`src/hw/rtl/rtl_pkg.sv`:
```
`timescale 1ns / 1ps
// Package for the RGB to TSL conversion: sizes and the CORDIC angle table.
// Used by rtl_cordic_stage and rgb_to_tsl_conversion; depends on nothing.
package rtl_pkg;
   localparam int PIXEL_BITS_DEF = 8;
   localparam int CORDIC_STEPS = 32;
   localparam int TINT_BITS = 16;
   localparam int SAT_BITS = 17;
   localparam int LIGHT_BITS = 16;

   function automatic logic [31:0] atan_turn(input logic [4:0] idx);
      logic [31:0] v;
      case (idx)
         5'd0: v = 32'd536870912;
         5'd1: v = 32'd316933406;
         5'd2: v = 32'd167458907;
         5'd3: v = 32'd85004756;
         5'd4: v = 32'd42667331;
         5'd5: v = 32'd21354465;
         5'd6: v = 32'd10679838;
         5'd7: v = 32'd5340245;
         5'd8: v = 32'd2670164;
         5'd9: v = 32'd1335087;
         5'd10: v = 32'd667544;
         5'd11: v = 32'd333772;
         5'd12: v = 32'd166886;
         5'd13: v = 32'd83443;
         5'd14: v = 32'd41722;
         5'd15: v = 32'd20861;
         5'd16: v = 32'd10430;
         5'd17: v = 32'd5215;
         5'd18: v = 32'd2608;
         5'd19: v = 32'd1304;
         5'd20: v = 32'd652;
         5'd21: v = 32'd326;
         5'd22: v = 32'd163;
         5'd23: v = 32'd81;
         5'd24: v = 32'd41;
         5'd25: v = 32'd20;
         5'd26: v = 32'd10;
         5'd27: v = 32'd5;
         5'd28: v = 32'd3;
         5'd29: v = 32'd1;
         5'd30: v = 32'd1;
         default: v = 32'd0;
      endcase
      return v;
   endfunction
endpackage

```
`src/hw/rtl/rtl_cordic_stage.sv`:
```
`timescale 1ns / 1ps
// One CORDIC vectoring micro-rotation with its pipeline register.
// Depends on rtl_pkg for the angle table.
module rtl_cordic_stage #(
   parameter int XW = 64,
   parameter int STEP = 0
) (
   input  logic                 clock,
   input  logic                 en,
   input  logic signed [XW-1:0] x_in,
   input  logic signed [XW-1:0] y_in,
   input  logic        [31:0]   z_in,
   output logic signed [XW-1:0] x_ff,
   output logic signed [XW-1:0] y_ff,
   output logic        [31:0]   z_ff
);
   import rtl_pkg::*;
   logic signed [XW-1:0] dx, dy;
   logic [31:0] ang;
   always_comb begin
      dx = y_in >>> STEP;
      dy = x_in >>> STEP;
      ang = atan_turn(5'(STEP));
   end
   always_ff @(posedge clock) begin
      if (en) begin
         if (!y_in[XW-1]) begin
            x_ff <= x_in + dx;
            y_ff <= y_in - dy;
            z_ff <= z_in + ang;
         end else begin
            x_ff <= x_in - dx;
            y_ff <= y_in + dy;
            z_ff <= z_in - ang;
         end
      end
   end
endmodule

```
`config.mk`:
```
export PLATFORM = sky130hd
export DESIGN_NAME = rtl_cordic_stage
export DESIGN_NICKNAME = d
export VERILOG_FILES = /design/src/hw/rtl/rtl_pkg.sv /design/src/hw/rtl/rtl_cordic_stage.sv
export SDC_FILE = /design/constraint.sdc
export NUM_CORES = 1
export LEC_CHECK = 0
export BUFFER_PORTS_ARGS = -buffer_cell sky130_fd_sc_hd__clkbuf_2
export CORE_ASPECT_RATIO = 0.6
export CORE_MARGIN = 3
export CORE_UTILIZATION = 35
export CTS_CLUSTER_SIZE = 40
export DETAILED_ROUTE_END_ITERATION = 6
export GPL_TIMING_DRIVEN = 0
export PLACE_DENSITY = 0.52
export SLEW_MARGIN = 20
export SYNTH_ARGS = -nofsm -noshare
export SYNTH_HDL_FRONTEND = slang
export SYNTH_SLANG_ARGS = --single-unit
```
`constraint.sdc`:
```
create_clock -name clock -period 4.65 [get_ports clock]
set_input_delay 0.6975 -clock clock [delete_from_list [all_inputs] [get_ports clock]]
set_output_delay 0.6975 -clock clock [all_outputs]
set_load 0.005 [all_outputs]
```
==> impl_metrics.ini <==
[min_path]
hold_path_class = input port to flop
worstHoldStart = z_in[21]

[grt]
first_global_vias = 17500
first_pass_grt_wire_length_um = 120000
grtUsageTotal_pct = 30.7
grt_antenna_before_repair = 1
grt.overflow.total = 0
largest_net_degree_at_the_start_of_global_routing = 92

[setup_path]
worstPathRequired_ns = 4.85
timing.critical_path.from_type = input port
critical_path_class = input port to flop
timing_startpoint_of_the_critical_path = x_in[15]
setup.worst_path.end_class = flop
crit_path_max_fanout = 9
timing.critical_path.arrival_ns = 4.82

[cells_and_area]
nets = 2835
fillers = 5118
post-route-util_pct = 41.9
synth_to_final_area_change_pct = 17.5
antenna_diode_count = 0
non_filler_instance_count_after_layout = 3159
layout-drive-gt1-share_pct = 19.4

[routing]
drtAntennaViolNets = 0
detailroute.via_count = 18600
drt_drc_violations_left = 0
dr.pass1.iters = 6
route.final.wire_length_um = 84600
viasPerCell = 5.88
drt_iter0_drc = 2198
wire_per_inst_um = 26.8

[power]
power_per_cell_area_nw_per_um2 = 288
post-layout-total-power_w = 0.00600
cell_internal_pwr_w = 0.00350
switchingPower_w = 0.00250
power.share.switching_pct = 41.6
part_of_the_total_power_dissipated_in_sequential_elements_pct = 32.5
p_clk_share_pct = 23.9
leakage_power_nw = 9.04
max-vdd-ir-drop_uv = 288
comb_power_share_pct = 43.6

[synth]
synth.net_count = 2493
ffs_latches_synth = 159
synth_ff_type = sky130_fd_sc_hd__edfxtp_1
synth.top_cell.area_share_pct = 26.9
syn_area_um2 = 17700
synth-edff-count = 159
most_common_cell_in_the_netlist = sky130_fd_sc_hd__a21oi_1
synth_sequential_area_ratio_pct = 26.9
synth-warning-count = 0
avgSynthCellArea_um2 = 8.35
synth_top_cell_by_area = sky130_fd_sc_hd__edfxtp_1
synthDistinctLibCells = 100
syn_inst = 2124
ys_top_cells_by_count = 278 x sky130_fd_sc_hd__a21oi_1, 208 x sky130_fd_sc_hd__inv_1, 204 x sky130_fd_sc_hd__ha_1
async_flop_share_pct = 0
synth.area.top_cells = sky130_fd_sc_hd__edfxtp_1 27%, sky130_fd_sc_hd__ha_1 14%, sky130_fd_sc_hd__a21oi_1 7.8%

[die]
ios = 322
fp-row-count = 63
design.die.area_um2 = 53500
effective_utilization_at_floorplan_pct = 35.7
fp.coreArea_um2 = 49700
die_width_um = 297
chipHeight_um = 180

[clock_tree]
htree_num_levels = 4
clockBufferDepth = 2
cts-root-buf = sky130_fd_sc_hd__clkbuf_16
cts_num_sinks = 159
worst_setup_hold_path_clk_slew_ns = 0.07
holdBufCountCts = 0
cts_tree = yes
number_of_buffers_created_by_cts = 17

[sta]
fin_ws_ns = 0.0340
final-max-slew-violation-count = 0
setup-violations-final = 0
maxClockFrequency_mhz = 217
final_period_minus_worst_setup_slack_ns = 4.62
finalHoldViolCount = 0
worst_slew_pin_slew_ns = 1.23
rsz_0062_raised_after_global_routing = no
max_slew_margin_pct = 18.1
fin_crit_sh_pct = 99.3

[place]
gp_routability_congestion = 1.03
place_hpwl_um = 70200
placement.setup.worst_slack_ns = -0.334
dp_cells = 3129
place.port_buffers = 321

[job]
max_cap_viol_count = 0

[status]
status = complete, no violations
## placed cells by master (no fill, tap or decap), drive strengths merged, types with 43 or more instances in the layout
cell / Yosys / final
ha: 204 / 204
clkbuf: 53 / 391
edfxtp: 159 / 159
nor2: 144 / 144
a21oi: 282 / 282
inv: 214 / 220
o21ai: 166 / 166
xnor2: 120 / 120
nand2: 131 / 131
nor3: 50 / 50
o21bai: 49 / 49
buf: 41 / 43
## per-layer routing
layer	vias to the layer above	share of wire [%]	GRT usage (%)
met5	-	0	0
met2	1099	36	38.6
met3	100	13	10.7
met1	9010	49	48.7
met4	0	1.8	6.28
li1	8365	-	-
## repair_timing
action,4_1_cts,5_1_grt
endpoints found under the setup margin,0,4
setup buffers,0,0
gates resized for setup,0,2
## sequential cells by signal (all words and copies together), names as in the netlist
register,count
x_ff,64
y_ff,63
z_ff,32
## cells by family after synthesis
group / count (synthesis) / share of synthesized area [%]
flops: 159 / 26.9
buf+inv: 313 / 7.70
fa+ha+maj: 207 / 14.7
compound gates: 756 / 27.8
xor+xnor: 126 / 6.22
mux: 35 / 1.98
simple gates: 528 / 14.7
## cell type report
type | count | area, µm² | area share, %
buffer | 95 | 549 | 2.64
clock buffer | 17 | 425 | 2.04
clock inverter | 13 | 131 | 0.630
inverter | 218 | 826 | 3.96
multi-input combinational | 1652 | 11600 | 55.8
sequential | 159 | 4770 | 22.9
tap | 682 | 853 | 4.09
timing repair buffer | 323 | 1650 | 7.92
## final timing paths
kind                            endpoint  slack (ns)  depth (start not counted)
worst max-delay path  x_ff[57]$_DFFE_PP_        0.03                         14
worst min-delay path  z_ff[21]$_DFFE_PP_        0.40                          1
## critical path, cell delays in order
cell	delay (ns)
sky130_fd_sc_hd__clkbuf_2	0.11
sky130_fd_sc_hd__inv_1	0.05
sky130_fd_sc_hd__ha_1	0.28
sky130_fd_sc_hd__buf_2	0.19
sky130_fd_sc_hd__nor4_2	0.78
sky130_fd_sc_hd__nand3_1	0.23
sky130_fd_sc_hd__a21oi_1	0.50
sky130_fd_sc_hd__nor3_1	0.18
sky130_fd_sc_hd__o211ai_2	0.35
sky130_fd_sc_hd__a2111oi_2	0.18
sky130_fd_sc_hd__nor2_2	0.41
sky130_fd_sc_hd__a31oi_1	0.25
sky130_fd_sc_hd__o221ai_1	0.43
sky130_fd_sc_hd__xnor2_1	0.17
## power by group through the flow
stage / sequential [W] / combinational, W / clock (W)
after floorplan: 0.00200 / 0.00139 / 0
after global placement: 0.00198 / 0.00252 / 0
after detailed placement: 0.00198 / 0.00252 / 0
after CTS: 0.00195 / 0.00254 / 0.00147
after global routing: 0.00197 / 0.00278 / 0.00152
final: 0.00195 / 0.00262 / 0.00143
## stage by stage
step                      hold WS (ns)  instance area, µm²  TNS [ns]
final                            0.397               20800         0
after global routing             0.377               20800         0
after CTS                        0.372               20800         0
after detailed placement         0.876               20300     -1.82
after global placement           0.874               20200     -2.32
after floorplan                  0.796               17700         0
Power figures use the tool's default switching activity.
